<file path="config.mk">
export PLATFORM = sky130hd
export DESIGN_NAME = tse_ram
export DESIGN_NICKNAME = d
export VERILOG_FILES = /design/src/rtl/tse_ram.sv
export SDC_FILE = /design/constraint.sdc
export NUM_CORES = 1
export LEC_CHECK = 0
export ABC_AREA = 1
export BUFFER_PORTS_ARGS = -buffer_cell sky130_fd_sc_hd__buf_2
export CAP_MARGIN = 20
export CELL_PAD_IN_SITES_DETAIL_PLACEMENT = 0
export CELL_PAD_IN_SITES_GLOBAL_PLACEMENT = 1
export CORE_MARGIN = 4
export CORE_UTILIZATION = 30
export DETAILED_ROUTE_END_ITERATION = 10
export PLACE_DENSITY_LB_ADDON = 0.25
export SETUP_SLACK_MARGIN = 0.02
export SLEW_MARGIN = 20
export SYNTH_ARGS = -nofsm -noshare
export SYNTH_HDL_FRONTEND = slang
export SYNTH_SLANG_ARGS = --single-unit
</file>
<file path="constraint.sdc">
create_clock -name clock -period 2.32 [get_ports clock]
set_clock_uncertainty 0.2 [all_clocks]
set_input_delay 0.464 -clock clock [delete_from_list [all_inputs] [get_ports clock]]
set_output_delay 0.464 -clock clock [all_outputs]
set_load 0.02 [all_outputs]
</file>
<file path="src/rtl/tse_ram.sv">
`default_nettype none

module tse_ram #(
   parameter int WIDTH = 8,
   parameter int DEPTH = 64
) (
   input  wire logic                     clock,
   input  wire logic                     wr_en,
   input  wire logic [$clog2(DEPTH)-1:0] wr_addr,
   input  wire logic [WIDTH-1:0]         wr_data,
   input  wire logic [$clog2(DEPTH)-1:0] rd_addr,
   output logic      [WIDTH-1:0]         rd_data
);

   logic [WIDTH-1:0] mem_ff [DEPTH];
   logic [WIDTH-1:0] rd_data_ff;

   always_ff @(posedge clock) begin
      if (wr_en) begin
         mem_ff[wr_addr] <= wr_data;
      end
      rd_data_ff <= mem_ff[rd_addr];
   end

   assign rd_data = rd_data_ff;

endmodule

`default_nettype wire

</file>
==> flow_summary.json <==
{
  "start_util": 0.304,
  "reg2reg_from": "mem_ff[13][4]",
  "path_clk_slew_ns": 0.06,
  "post_synth_num_cell_types": 16,
  "period_share": 0.851,
  "worstPathRequired_ns": 1.66,
  "syn_inst": 1805,
  "nFillCells": 6955,
  "cts-root-buf": "clkbuf_16",
  "gp_congestion": 0.797,
  "setup_slack_ns": 0.345,
  "die-height_um": 275,
  "min-delay-start": "rd_addr[5]",
  "end_kind": "output port",
  "timing_hold_violations_final": 0,
  "cts_resized": 0,
  "dp_cells": 2794,
  "grt_start_max_net_pins": 65,
  "drive_above_1_share": 0.123,
  "outcome": "finished, final reports clean",
  "relSlewSlack": 0.373,
  "detail_route.iter0.violations": 1163,
  "grt_pass1_wl_um": 90900,
  "ys_ff_latch": 520,
  "detail_route.first_pass.iterations": 5,
  "core_um2": 70300,
  "tightestPinTransition_ns": 0.941,
  "worst-path-stages": 1,
  "startpoint": "rd_data[5]",
  "multi_input_area_um2": 4950,
  "drtAntennaViolNets": 0,
  "leakage_nw": 9.04,
  "crit_fanout": 2,
  "cts_buffers": 57,
  "clk_latency_ns": 0.60,
  "post_cts_buffers": 0,
  "fin_crit_ns": 1.98,
  "hp-class": "input port to flop",
  "wl_per_cell_um": 21.0,
  "syn_nets": 1827,
  "final_nets": 1935,
  "cts_tree": "yes",
  "ir_drop_mv": 0.495,
  "clock_sinks": 520,
  "hold_buffers": 0,
  "worstPathArrival_ns": 1.31,
  "slew_viol_final": 0,
  "synth.yosys.warnings": 0,
  "place_ws_ns": -0.0217,
  "fmax_mhz": 506,
  "p_per_area_nw_per_um2": 814,
  "start_kind": "flop",
  "htree_levels": 2,
  "setup_viol": 0,
  "crit_buf_inv": 1,
  "grt_antenna_before_repair": 5,
  "avgViaCountPerCell": 4.75,
  "rows": 97,
  "portBuffers": 29,
  "cap_violations": 0,
  "wl_um": 60800,
  "fin_cells": 2900,
  "critical-path-max-stage-delay_ns": 0.48,
  "worstSetupPathType": "flop to output port",
  "reg2regPathDepth": 8,
  "drc": 0,
  "rsz0062_at_grt": "no",
  "area_growth_pct": 17.1,
  "grtUsageTotal": 0.161,
  "syn_avg_cell_area_um2": 11.8,
  "die_area_um2": 75500,
  "yosysSeqAreaShare": 0.728,
  "clock_path_buffers": 3,
  "vias": 13789,
  "cp_slowest_cell": "dfxtp_1",
  "grt_pass1_vias": 13811,
  "dp_hpwl_um": 36300,
  "num_io_pins": 30,
  "cpLargestDelayFamily": "flip-flops",
  "die_w_um": 275,
  "synthesis.area_um2": 21300,
  "whs_path_depth": 3,
  "overflow": 0,
  "crit_chain": "buf_2",
  "seq_area_um2": 15500
}
## worst min-delay path: cells and delay by family
family                 cells  cell delay [ns]
buffers and inverters      1             0.19
and+or+nand+nor            2             0.15
## report_power, final
part | leakage, nW | internal [mW] | switching (mW)
clock | 0.849 | 4.88 | 3.64
sequential | 4.67 | 10.4 | 0.0405
combinational | 3.52 | 0.400 | 0.987
total | 9.04 | 15.7 | 4.67
## logic make-up (layout without fill, tap and decap cells)
| family | count (synthesis) | count (layout) | synth area share |
|---|---|---|---|
| and+or+nand+nor | 1160 | 1160 | 0.232 |
| DFF | 520 | 520 | 0.728 |
| buffers and inverters | 125 | 278 | 0.0402 |
| other | 0 | 2 | 0 |
## layout by cell type (no fill, tap or decap), drive strengths merged
master	count
nand3	439
edfxtp	512
nor4	8
nand2	648
bufinv	3
clkbuf	75
buf	161
dfxtp	8
clkinv	25
nor2	56
inv	13
clkinvlp	1
diode	2
nand4	9
## routing by layer
layer	track usage	wire, um	vias up
met4	0.0366	1120	4
met5	0	30	-
met1	0.231	28900	6815
met3	0.0301	3340	86
li1	-	-	6565
met2	0.254	27400	319
## Yosys cell counts
master	number	area share
nand3_1	439	0.10
edfxtp_1	512	0.72
nor2_1	56	0.0099
nand2_1	648	0.11
dfxtp_1	8	0.0075
inv_6	1	0.00041
inv_2	1	0.00018
buf_1	10	0.0018
buf_4	14	0.0049
buf_2	37	0.0087
nor4_1	8	0.0023
buf_8	2	0.0014
nand4_1	9	0.0026
clkbuf_1	15	0.0026
inv_1	10	0.0018
buf_6	35	0.018
## sequential cells by signal, summed over array words and instances, names as in the netlist
register and flops:
rd_data 8, mem_ff 512
## stage by stage
stage / hold slack, ns / cell area [um2] / utilization / total power [mW] / TNS (ns)
detailed placement: 0.620 / 23300 / 0.331 / 12.0 / -0.0217
global route: 0.0304 / 25000 / 0.356 / 21.1 / 0
global placement: 0.610 / 23300 / 0.331 / 12.0 / -0.0277
floorplan: 0.363 / 21300 / - / 11.4 / -7.05
CTS: 0.00249 / 25000 / 0.356 / 20.6 / 0
finish: 0.0523 / 25000 / 0.356 / 20.3 / 0
## path summary, 6_finish.rpt
| path | to | slack (ns) |
|---|---|---|
| worst min-delay path | rd_data[4] | 0.05 |
| worst max-delay path | rd_data[5] | 0.34 |
| worst min register to register | rd_data[4] | 0.63 |
| worst max register to register | rd_data[4] | 0.74 |
## final cells by class
cell class,count,area share
clock buffer,74,0.0604
inverter,12,0.00220
antenna,2,0.000200
tap,940,0.0470
multi-input combinational,1160,0.198
timing repair buffer,162,0.0622
sequential,520,0.621
clock inverter,30,0.00861
Power figures use the tool's default switching activity.
